[config.mk]
export PLATFORM = sky130hd
export DESIGN_NAME = coleman_liau_grade_counter_top
export DESIGN_NICKNAME = d
export VERILOG_FILES = /design/src/sv/clgc_pkg.sv /design/src/sv/coleman_liau_grade_counter_top.sv
export SDC_FILE = /design/constraint.sdc
export NUM_CORES = 1
export LEC_CHECK = 0
export ABC_AREA = 0
export BUFFER_PORTS_ARGS = -buffer_cell sky130_fd_sc_hd__buf_2
export CORE_ASPECT_RATIO = 0.5
export CORE_MARGIN = 10
export CORE_UTILIZATION = 40
export DETAILED_ROUTE_END_ITERATION = 16
export GPL_ROUTABILITY_DRIVEN = 0
export GPL_TIMING_DRIVEN = 1
export PLACE_DENSITY = 0.6
export SLEW_MARGIN = 20
export SYNTH_ARGS = -nofsm -noshare
export SYNTH_HDL_FRONTEND = slang
export SYNTH_SLANG_ARGS = --single-unit
[constraint.sdc]
create_clock -name clk -period 16.8 [get_ports clk]
set_input_delay 3.36 -clock clk [delete_from_list [all_inputs] [get_ports clk]]
set_output_delay 3.36 -clock clk [all_outputs]
set_load 0.01 [all_outputs]
[src/sv/clgc_pkg.sv]
// ----------------------------------------------------------------------------
// Coleman-Liau grade counter package
// Shared beat types, sequencer states and fixed constants of the index formula.
// ----------------------------------------------------------------------------
package clgc_pkg;

  // One beat of text.
  typedef struct packed {
    logic [7:0] ch;
    logic       last;
  } text_beat_t;

  // One report beat, sent after the last byte of a text.
  typedef struct packed {
    logic [15:0]       letter_total;
    logic [15:0]       word_total;
    logic [15:0]       sentence_total;
    logic signed [7:0] raw_index;
    logic [4:0]        grade;
  } report_beat_t;

  typedef enum logic [2:0] {
    ST_IDLE,
    ST_MUL,
    ST_SUB_S,
    ST_SUB_W,
    ST_PREP,
    ST_DIV,
    ST_DONE
  } state_t;

  // Index weights, each scaled by 100 (DEN_WEIGHT scales the word count of the divisor).
  localparam int LETTER_WEIGHT   = 588;
  localparam int SENTENCE_WEIGHT = 2960;
  localparam int WORD_WEIGHT     = 1580;
  localparam int DEN_WEIGHT      = 100;

  localparam logic [7:0] CH_SPACE    = 8'd32;
  localparam logic [7:0] CH_PERIOD   = 8'h2E;
  localparam logic [7:0] CH_EXCLAIM  = 8'h21;
  localparam logic [7:0] CH_QUESTION = 8'h3F;

  // The divider produces quotient bits from this position down to zero.
  localparam logic [3:0] STEP_FIRST = 4'd8;

  localparam logic signed [7:0] INDEX_MAX = 8'sd127;
  localparam logic signed [7:0] INDEX_MIN = -8'sd128;
  localparam logic signed [7:0] GRADE_TOP = 8'sd16;
  localparam logic [4:0]        GRADE_OVER = 5'd17;

endpackage

[src/sv/coleman_liau_grade_counter_top.sv]
// ----------------------------------------------------------------------------
// Coleman-Liau grade counter
// Counts letters, words and sentences of a byte stream and reports the
// rounded Coleman-Liau index and grade code after the last byte.
// ----------------------------------------------------------------------------
// Throughput: one text byte per cycle while counting.
// After the beat marked last, the block is busy and text_ready is low: the weight
// multiplies, the subtractions forming the numerator, one sign and rounding prep,
// nine steps of a shared restoring subtractor, and a final state that forms the report.
// report_valid rises when the final state loads a free report register.
// Reset (rst, synchronous): counters to 0 letters, 1 word, 0 sentences; idle.
module coleman_liau_grade_counter_top #(
  parameter int COUNT_WIDTH = 16
) (
  input  logic                  clk,
  input  logic                  rst,
  input  logic                  text_valid,
  output logic                  text_ready,
  input  clgc_pkg::text_beat_t  text,
  output logic                  report_valid,
  input  logic                  report_ready,
  output clgc_pkg::report_beat_t report
);

  // The widest numerator term is 2960 times a full counter, under 2^(CW+12).
  // NW holds the signed numerator; DW holds the divisor shifted up by eight.
  localparam int CW = COUNT_WIDTH;
  localparam int NW = CW + 14;
  localparam int DW = CW + 16;
  localparam logic [CW-1:0] COUNT_MAX = '1;

  // Streaming counters.
  logic [CW-1:0] letter_count, letter_count_next;
  logic [CW-1:0] word_count, word_count_next;
  logic [CW-1:0] sentence_count, sentence_count_next;

  // Operands captured at the end of a text.
  logic [CW-1:0] op_l, op_w, op_s;

  // Arithmetic working registers.
  logic [NW-1:0] prod_l, prod_s, prod_w, den;
  logic [NW-1:0] num;
  logic [NW-1:0] mag;
  logic [DW-1:0] rem, dvs, dvs_shift;
  logic [DW:0]   trial;
  logic [8:0]    quot;
  logic [3:0]    step;
  logic          neg;

  clgc_pkg::state_t state, state_next;

  logic accept_text;
  logic is_letter, is_space, is_mark;
  logic load_report;
  logic q_sat;
  logic signed [7:0] index_val;
  logic [4:0]        grade_val;

  assign accept_text = text_valid && text_ready;

  // Byte classification. Bytes above 127 fall in none of the classes.
  assign is_letter = ((text.ch >= 8'h41) && (text.ch <= 8'h5A)) ||
                     ((text.ch >= 8'h61) && (text.ch <= 8'h7A));
  assign is_space  = (text.ch == clgc_pkg::CH_SPACE);
  assign is_mark   = (text.ch == clgc_pkg::CH_PERIOD) ||
                     (text.ch == clgc_pkg::CH_EXCLAIM) ||
                     (text.ch == clgc_pkg::CH_QUESTION);

  // Each counter saturates at its all-ones value.
  always_comb begin
    letter_count_next   = letter_count;
    word_count_next     = word_count;
    sentence_count_next = sentence_count;
    if (is_letter && (letter_count != COUNT_MAX)) begin
      letter_count_next = letter_count + 1'b1;
    end
    if (is_space && (word_count != COUNT_MAX)) begin
      word_count_next = word_count + 1'b1;
    end
    if (is_mark && (sentence_count != COUNT_MAX)) begin
      sentence_count_next = sentence_count + 1'b1;
    end
  end

  // Sequencer. Counting happens in idle; everything after is one pass of
  // the index computation. The report register decouples the output side,
  // so a new text can stream in while an old report waits to be taken.
  always_ff @(posedge clk) begin
    if (rst) begin
      state <= clgc_pkg::ST_IDLE;
    end else begin
      state <= state_next;
    end
  end

  always_comb begin
    state_next  = state;
    text_ready  = 1'b0;
    load_report = 1'b0;
    unique case (state)
      clgc_pkg::ST_IDLE: begin
        text_ready = 1'b1;
        if (text_valid && text.last) begin
          state_next = clgc_pkg::ST_MUL;
        end
      end
      clgc_pkg::ST_MUL:   state_next = clgc_pkg::ST_SUB_S;
      clgc_pkg::ST_SUB_S: state_next = clgc_pkg::ST_SUB_W;
      clgc_pkg::ST_SUB_W: state_next = clgc_pkg::ST_PREP;
      clgc_pkg::ST_PREP:  state_next = clgc_pkg::ST_DIV;
      clgc_pkg::ST_DIV: begin
        if (step == '0) begin
          state_next = clgc_pkg::ST_DONE;
        end
      end
      clgc_pkg::ST_DONE: begin
        // Hold the finished index until the report register is free.
        if (!report_valid || report_ready) begin
          load_report = 1'b1;
          state_next  = clgc_pkg::ST_IDLE;
        end
      end
      default: state_next = clgc_pkg::ST_IDLE;
    endcase
  end

  // Counters: the last byte is counted into the captured operands, and the
  // live counters return to their reset values in the same cycle.
  always_ff @(posedge clk) begin
    if (rst) begin
      letter_count   <= '0;
      word_count     <= CW'(1);
      sentence_count <= '0;
    end else if (accept_text) begin
      if (text.last) begin
        letter_count   <= '0;
        word_count     <= CW'(1);
        sentence_count <= '0;
      end else begin
        letter_count   <= letter_count_next;
        word_count     <= word_count_next;
        sentence_count <= sentence_count_next;
      end
    end
  end

  // Divider trial subtraction: the one shared shift and subtract unit.
  assign dvs_shift = dvs << step;
  assign trial     = {1'b0, rem} - {1'b0, dvs_shift};
  assign mag       = num[NW-1] ? (~num + 1'b1) : num;

  // Index datapath. The numerator is 588L - 2960S - 1580W and the rounded
  // magnitude is floor((2|num| + 100W) / (200W)), rounding half away from 0.
  always_ff @(posedge clk) begin
    if (accept_text && text.last) begin
      op_l <= letter_count_next;
      op_w <= word_count_next;
      op_s <= sentence_count_next;
    end
    unique case (state)
      clgc_pkg::ST_MUL: begin
        prod_l <= NW'(op_l) * NW'(clgc_pkg::LETTER_WEIGHT);
        prod_s <= NW'(op_s) * NW'(clgc_pkg::SENTENCE_WEIGHT);
        prod_w <= NW'(op_w) * NW'(clgc_pkg::WORD_WEIGHT);
        den    <= NW'(op_w) * NW'(clgc_pkg::DEN_WEIGHT);
      end
      clgc_pkg::ST_SUB_S: num <= prod_l - prod_s;
      clgc_pkg::ST_SUB_W: num <= num - prod_w;
      clgc_pkg::ST_PREP: begin
        neg  <= num[NW-1];
        rem  <= DW'({mag, 1'b0}) + DW'(den);
        dvs  <= DW'({den, 1'b0});
        quot <= '0;
        step <= clgc_pkg::STEP_FIRST;
      end
      clgc_pkg::ST_DIV: begin
        // A set top bit means the quotient is at least 256; the later bits
        // then no longer matter because the index saturates.
        if (!trial[DW]) begin
          rem        <= trial[DW-1:0];
          quot[step] <= 1'b1;
        end
        if (step != '0) begin
          step <= step - 1'b1;
        end
      end
      default: ;
    endcase
  end

  // Saturate the signed index and map it to a grade code.
  always_comb begin
    q_sat = quot[8] || quot[7];
    if (neg) begin
      index_val = q_sat ? clgc_pkg::INDEX_MIN : -$signed({1'b0, quot[6:0]});
    end else begin
      index_val = q_sat ? clgc_pkg::INDEX_MAX : $signed({1'b0, quot[6:0]});
    end
    if (index_val < 8'sd1) begin
      grade_val = '0;
    end else if (index_val <= clgc_pkg::GRADE_TOP) begin
      grade_val = index_val[4:0];
    end else begin
      grade_val = clgc_pkg::GRADE_OVER;
    end
  end

  // Report register.
  always_ff @(posedge clk) begin
    if (rst) begin
      report_valid <= 1'b0;
    end else if (load_report) begin
      report_valid <= 1'b1;
    end else if (report_ready) begin
      report_valid <= 1'b0;
    end
  end

  always_ff @(posedge clk) begin
    if (load_report) begin
      report.letter_total   <= 16'(op_l);
      report.word_total     <= 16'(op_w);
      report.sentence_total <= 16'(op_s);
      report.raw_index      <= index_val;
      report.grade          <= grade_val;
    end
  end

  // A last beat always leaves the live counters at their reset values.
  a_clear_after_last: assert property (@(posedge clk) disable iff (rst)
    (accept_text && text.last) |=>
      (letter_count == '0 && word_count == CW'(1) && sentence_count == '0))
    else $error("counters not cleared after last beat");

  // The word counter starts at one and never wraps back to zero.
  a_words_nonzero: assert property (@(posedge clk) disable iff (rst)
    word_count != '0)
    else $error("word counter reached zero");

  // Grade code agrees with the reported index.
  a_grade_match: assert property (@(posedge clk) disable iff (rst)
    (report_valid && report.raw_index >= 8'sd1 && report.raw_index <= 8'sd16)
      |-> (report.grade == report.raw_index[4:0]))
    else $error("grade does not match index");

  // The divider step never starts above the top quotient bit.
  a_step_range: assert property (@(posedge clk) disable iff (rst)
    (state == clgc_pkg::ST_DIV) |-> (step <= clgc_pkg::STEP_FIRST))
    else $error("divider step out of range");

endmodule
# Word level (Yosys, flattened, before mapping)
# Index checks and enable logic that the tools add are counted.
# totals
out_inout_bits,63
word_cells,122
register_bits,352
in_bits,13
# classes
addsub,10
n_lt_le_gt_ge,8
multipliers,4
muxes,29
bitwise,3
shifts,1
reduce_logical,25
eq_ne,18
# ops
operator,n
16-bit 2-to-1 mux,6
32-bit one-hot mux with 2 select lines,1
30-bit one-hot mux with 2 select lines,1
"16-bit by 1-bit adder with 16-bit output, second input constant",3
"16-bit by 8-bit multiplier with 24-bit output, second input constant",2
"16-bit != test, second input constant",3
32-bit by 32-bit subtractor with 33-bit output,1
31-bit by 23-bit adder with 32-bit output,1
"8-bit by 6-bit equality test with 1-bit output, second input constant",4
32-bit 2-to-1 mux,1
24-bit by 4-bit << shifter with 32-bit output,1
"30-bit by 1-bit adder with 30-bit output, second input constant",1
30-bit 2-to-1 mux,1
30-bit NOT,1
30-bit by 27-bit subtractor with 30-bit output,1
26-bit by 28-bit subtractor with 29-bit output,1
"16-bit by 9-bit multiplier with 25-bit output, second input constant",1
"16-bit by 5-bit multiplier with 21-bit output, second input constant",1
3-bit one-hot mux with 7 select lines,1
9-bit one-hot mux with 2 select lines,1
"8-bit by 7-bit >= comparator with 1-bit output, second input constant",2
"8-bit by 7-bit <= comparator with 1-bit output, second input constant",2
8-bit 2-to-1 mux,2
"2-bit != test, second input constant",5
29 further kinds,54

# Depth between registers and ports, before layout
# Gate-level depths: netlist of run 1.
# logic_depth
word_depth,7
ltp_mapped,18
ltp_nobuf,18

# Worst setup path before layout of run 1
# OpenSTA, ideal clock, no wires.
# synth_timing
kind,input to register
start,in report_ready
end,"reg report[0] in the netlist's numbering, enable pin"
path_slack_ns,10.085
path_stages,2
setup_time_ns,0.487
path_buffers,0
t_arrival_ns,6.228
required_time_ns,16.313
cell_sequence,nand2b_1 > nor2b_1
# synth_between
elab_chain_len,3
# synth_rtl
element,line_no,rtl
start: declaration,coleman_liau_grade_counter_top.sv:21,"input logic report_ready,"
1-bit logical OR,coleman_liau_grade_counter_top.sv:118,if (!report_valid || report_ready) begin
1-bit 2-to-1 mux,coleman_liau_grade_counter_top.sv:118,
1-bit 2-to-1 mux,coleman_liau_grade_counter_top.sv:100,unique case (state)
named net load_report,coleman_liau_grade_counter_top.sv:54,logic load_report;
end: declaration,coleman_liau_grade_counter_top.sv:22,output clgc_pkg::report_beat_t report
# The timed path passes the listed nets, and every way through them passes these cells.
# A chain may end at the register's enable or synchronous reset.

# Worst setup path after layout of run 1
# layout_timing
start,reg step[2]
end,"reg rem[4], enable pin"
# layout_between
elab_chain_len,4
# layout_rtl
element,line_no,rtl
start: declaration,coleman_liau_grade_counter_top.sv:47,logic [3:0] step;
start signal: assignment,coleman_liau_grade_counter_top.sv:174,step <= clgc_pkg::STEP_FIRST;
start signal: assignment,coleman_liau_grade_counter_top.sv:184,step <= step - 1'b1;
24-bit by 4-bit << shifter with 32-bit output,coleman_liau_grade_counter_top.sv:148,assign dvs_shift = dvs << step;
32-bit by 32-bit subtractor with 33-bit output,coleman_liau_grade_counter_top.sv:149,"assign trial = {1'b0, rem} - {1'b0, dvs_shift};"
2-bit != test (no line),--,
2-bit AND reduction (no line),--,
end signal: assignment,coleman_liau_grade_counter_top.sv:171,"rem <= DW'({mag, 1'b0}) + DW'(den);"
end signal: assignment,coleman_liau_grade_counter_top.sv:180,rem <= trial[DW-1:0];
end: declaration,coleman_liau_grade_counter_top.sv:44,"logic [DW-1:0] rem, dvs, dvs_shift;"
# No other way between the ends.

==> impl_metrics.json, run 1 <==
{
  "final-setup-viol-count": 0,
  "route.met2.wl_um": 29400,
  "ys.flop_type": "edfxtp_1",
  "cts_buffers": 38,
  "die_y_um": 204,
  "netlist_area_mm2": 0.0272,
  "core-area_mm2": 0.0671,
  "multiInputGateArea_mm2": 0.0159,
  "hold_viol_final": 0,
  "synth_top_area_share_pct": 32.5,
  "cts_setup_buffers": 0,
  "fin_crit_ns": 5.58,
  "synth_nets": 3164,
  "htree_levels": 2,
  "cp_slowest_stage_delay_ns": 0.93,
  "cts-root-buf": "clkbuf_16",
  "fill_cells": 6355,
  "dieArea_mm2": 0.0795,
  "wl_met3_um": 2940,
  "io_pins": 76,
  "yosysSeqAreaShare_pct": 36.3,
  "cts_max_path_buffers": 3,
  "endpoint_kind": "flop",
  "die_x_um": 389,
  "power_density_mw_per_mm2": 105,
  "top_layer": "met4",
  "cap_violations": 0,
  "worstMarginPinSlew_ns": 1.07,
  "slew_headroom_pct": 28.3,
  "via_per_inst": 5.30,
  "cp.arrival_ns": 5.82,
  "grt_use_total_pct": 16.1,
  "hold_buffers": 0,
  "drtAntennaViolNets": 0,
  "dp.final_hpwl_um": 49600,
  "antenna_found_initial": 1,
  "synth_edf_count": 294,
  "drtIter0Drc": 1465,
  "crit_family": "compound AO/OA/AOI/OAI gates",
  "drt-total-wl_um": 64400,
  "port_buffers": 75,
  "grt_pass1_wl_um": 104000,
  "cts_tree": "yes",
  "final_cell_mix": "inv_1, ha_1, edfxtp_1, nor2_1, a21oi_1",
  "clk_latency_ns": 0.57,
  "synthArstFlopShare_pct": 0,
  "wl_met1_um": 30000,
  "ir_worst_vdd_mv": 0.0622,
  "final_util_pct": 44.5,
  "clk_pin_slew_ns": 0.06,
  "vias": 19600,
  "status": "finished, final reports clean",
  "hold_class": "reg2reg",
  "wl_per_cell_um": 17.4,
  "dp.cells": 3638,
  "crit_path_cell_trace": "inv_2 -> mux2i_1 -> nor2_1 -> a21oi_1 -> ha_1 -> a2111oi_0 -> a21boi_0 -> a31oi_1 -> a2111oi_0 -> o31ai_1 -> a21oi_1 -> o21ai_4 -> buf_4",
  "required_ns": 17.05,
  "avgSynthCellArea_um2": 10.0,
  "yosys.area.top_type": "edfxtp_1",
  "finalNonFillerCells": 3708,
  "cts_sinks": 346,
  "start_kind": "flop",
  "start_util_pct": 40.5,
  "power_mw": 3.12,
  "worst_slack_ns": 11.22,
  "grt_pass1_vias": 19700,
  "place_ws_ns": 10.71,
  "drive_above_1_share_pct": 7.33,
  "final_nets": 3236,
  "period_share_pct": 33.2,
  "finClkSkew_ns": 0.0297,
  "rows": 67,
  "worst-setup-path-type": "reg2reg",
  "synth-seq-cells": 346,
  "gr-total-overflow": 0,
  "area_growth_pct": 9.75,
  "cpMaxStageDelayCell": "a2111oi_0",
  "ys_top_cells_by_area": "edfxtp_1, ha_1, fa_1",
  "crit_fanout": 30,
  "tns_ns": 0,
  "regArea_mm2": 0.00987,
  "rsz0062_at_grt": "no",
  "postSynthCellCount": 2709,
  "p_leak_nw": 12.6,
  "yosysWarnings": 0,
  "critPathBufInv": 2,
  "max_freq_mhz": 179,
  "ys_types": 87,
  "first_pass_iters": 6,
  "drv_slew": 0,
  "grt_max_degree": 76,
  "ctsResizeCount": 0,
  "drcViolationCount": 0
}
## layout make-up
cell class | count | area share, %
repair buffers | 92 | 1.68
flip-flops and latches | 346 | 33.1
inverters | 332 | 4.17
well taps | 897 | 3.76
clock inverters | 23 | 0.713
diodes | 2 | 0.0168
multi-input cells | 1971 | 53.3
clock buffers | 45 | 3.34
## sequential cells by signal, summed over array words and instances, names as in the netlist
register	count
report	61
rem	29
num	28
prod_l	24
prod_s	24
prod_w	24
den	21
dvs	21
letter_count	16
op_l	16
op_s	16
op_w	16
sentence_count	16
word_count	16
quot	9
step	4
state	3
neg	1
report_valid	1
## cell usage after synthesis, drive strengths merged (25+ instances only)
library cell,number
inv,332
ha,331
edfxtp,294
nor2,186
a21oi,183
o21ai,177
nand2,162
xnor2,154
fa,111
xor2,64
clkbuf,60
dfxtp,52
nor3,51
nand3,46
a21o,35
o21a,33
or3,29
mux2i,28
nand2b,25
## cells by family (layout without fill, tap and decap cells)
kind of cell	Yosys count	count (layout)	synth area share, %
adder cells (fa/ha/maj)	442	442	23.4
AND/OR/NAND/NOR	647	647	11.6
other	0	2	0
multiplexers	46	46	2.11
flip-flops	346	346	36.3
XOR/XNOR	218	218	7.02
AO/OA/AOI/OAI	618	618	14.2
buffers and inverters	392	492	5.41
## power breakdown
part	internal [mW]	switching, mW
Clock	0.461	0.369
Combinational	0.528	0.691
Sequential	1.04	0.0326
Total	2.03	1.09
## final timing paths
path	startpoint	to	slack, ns	cells past startpoint
max	step[2]	rem[4]	11.22	13
min	den[5]	dvs[6]	0.47	0
max reg2reg	step[2]	rem[4]	11.22	13
min reg2reg	den[5]	dvs[6]	0.47	0
## stage by stage
step	area (µm²)	hold slack [ns]
6_report	29900	0.471
2_1_floorplan	27200	0.433
4_1_cts	29800	0.474
3_5_place_dp	28600	0.463
5_1_grt	29800	0.484
3_3_place_gp	28600	0.460
## layer usage
metal  vias up  track usage, %
met5         -               0
met4         0            5.32
met3       101            2.60
met2       398            26.9
met1      9331            21.3
li1       9814               -
## worst register-to-register path, cell delays in order, from the launching register on
cell       delay, ns
edfxtp_1        0.81
inv_2           0.37
mux2i_1         0.28
nor2_1          0.06
a21oi_1         0.15
ha_1            0.30
a2111oi_0       0.66
a21boi_0        0.41
a31oi_1         0.16
a2111oi_0       0.94
o31ai_1         0.25
a21oi_1         0.38
o21ai_4         0.18
buf_4           0.30
Power figures use the tool's default switching activity.
==> run 2, diff against run 1 <==
- clock period: 16.8 -> 5.2 ns (I/O delays scaled with it)
==> run 2 against run 1 <==
Effect of this change:
- power grew to 3.3 times the previous value
- combinational power grew to 3.3 times the previous value
- hold slack better by 0.0033 ns
- critical path depth is 3 higher
- highest routed layer unchanged
- largest power group unchanged
- sequential power grew to 3.3 times the previous value
- critical endpoint is now prod_w[25]
==> impl_metrics.json, run 2 (synthesis gave the netlist of run 1 again) <==
{
  "fill_cells": 6270,
  "power_mw": 10.4,
  "clk_pin_slew_ns": 0.07,
  "cts_buffers": 37,
  "cts_max_path_buffers": 3,
  "drt-total-wl_um": 65500,
  "endpoint_kind": "flop",
  "grt_pass1_wl_um": 107000,
  "period_share_pct": 93.8,
  "dp.final_hpwl_um": 51000,
  "r2r-start": "op_w[4]",
  "io_pins": 76,
  "final_common_cell": "inv_1",
  "worst-setup-path-type": "reg2reg",
  "gr-total-overflow": 0,
  "hold_slack_ns": 0.474,
  "clk_latency_ns": 0.56,
  "die_y_um": 204,
  "drtAntennaViolNets": 0,
  "crit_fanout": 5,
  "grt_max_degree": 50,
  "core-area_mm2": 0.0671,
  "final_cell_mix": "inv_1, ha_1, edfxtp_1, nor2_1, a21oi_1",
  "hold_class": "reg2reg",
  "ir_worst_vdd_mv": 0.192,
  "start_util_pct": 40.5,
  "cts_sinks": 346,
  "htree_levels": 2,
  "n_antenna_cell": 0,
  "status": "finished, final reports clean",
  "rrSetupSlack_ns": 0.32,
  "finClkSkew_ns": 0.0190,
  "final-setup-viol-count": 0,
  "drcViolationCount": 0,
  "wl_per_cell_um": 17.5,
  "worstSetupStartpoint": "op_w[4]",
  "dp.cells": 3662,
  "fin_crit_ns": 4.88,
  "place_area_mm2": 0.0288,
  "p_leak_nw": 12.8,
  "start_kind": "flop",
  "required_ns": 5.52,
  "antenna_found_initial": 0,
  "slew_headroom_pct": 41.7,
  "rows": 67,
  "dieArea_mm2": 0.0795,
  "area_growth_pct": 11.2,
  "cap_violations": 0,
  "grt_pass1_vias": 19800,
  "worstHoldStart": "sentence_count[12]",
  "worst_slack_ns": 0.320,
  "drive_above_1_share_pct": 8.74,
  "final_nets": 3265,
  "final_util_pct": 45.0,
  "largest_register_ffs": 61,
  "cp.arrival_ns": 5.20,
  "finalNonFillerCells": 3735,
  "die_x_um": 389,
  "worstMarginPinSlew_ns": 0.873,
  "first_pass_iters": 5,
  "cts-root-buf": "clkbuf_16",
  "largestRegisters": "report (61), rem (29), num (28)",
  "regMostFlops": "report",
  "hold_viol_final": 0,
  "place_ws_ns": 0.106,
  "grt_use_total_pct": 16.6,
  "port_buffers": 75,
  "power_density_mw_per_mm2": 344,
  "tns_ns": 0,
  "via_per_inst": 5.28,
  "max_freq_mhz": 205,
  "cts_tree": "yes",
  "drtIter0Drc": 1287,
  "rsz0062_at_grt": "no",
  "drv_slew": 0,
  "postLayoutCellArea_mm2": 0.0302,
  "vias": 19700
}
## run 2: cell types whose count changed in the layout (fill, tap and decap cells not counted), sizes merged
cell,before,now
clkbuf,45,49
diode,2,0
clkinvlp,3,6
inv,335,334
bufinv,2,5
buf,92,122
clkinv,15,5
## run 2: final cells by class
type,count,area [µm²],share of cell area (%)
clock buffers,49,1060,3.52
clock inverters,18,238,0.786
inverters,332,1250,4.12
multi-input cells,1971,16000,52.8
flip-flops and latches,346,9870,32.6
well taps,897,1120,3.71
repair buffers,122,741,2.45
## run 2: where the power goes
| group | switching, mW | total (mW) | leakage (nW) | internal (mW) |
|---|---|---|---|---|
| clock network | 1.17 | 2.87 | 0.622 | 1.70 |
| registers | 0.109 | 3.48 | 3.11 | 3.37 |
| logic | 2.27 | 4.04 | 9.06 | 1.77 |
## run 2: critical path, cell delays in order, from the launching register on
cell,delay [ns]
edfxtp_1,0.51
ha_1,0.36
inv_1,0.06
fa_1,0.49
fa_1,0.52
fa_1,0.54
inv_1,0.04
ha_1,0.35
a21oi_1,0.21
o21ai_0,0.13
a21oi_2,0.27
o211ai_1,0.17
a2111oi_1,0.36
nor3_1,0.15
a211oi_1,0.26
o21ai_1,0.10
xnor2_1,0.12
## run 2: per-layer routing
layer	wire length [µm]	up-vias	track usage, %
met5	0	-	0
met4	1260	0	3.90
met3	2770	68	2.17
met2	29600	395	27.5
met1	31900	9436	22.8
li1	-	9838	-
## run 2: path summary, 6_finish.rpt
check	endpoint	cells after the start
hold / removal	sentence_count[12]	1
setup reg to reg	prod_w[25]	16
setup / recovery	prod_w[25]	16
hold reg to reg	sentence_count[12]	1
## run 2: timing repair
action	in CTS	in global routing
setup endpoints to repair	0	36
resized for setup	0	12
hold buffers	0	0
setup buffers	0	6
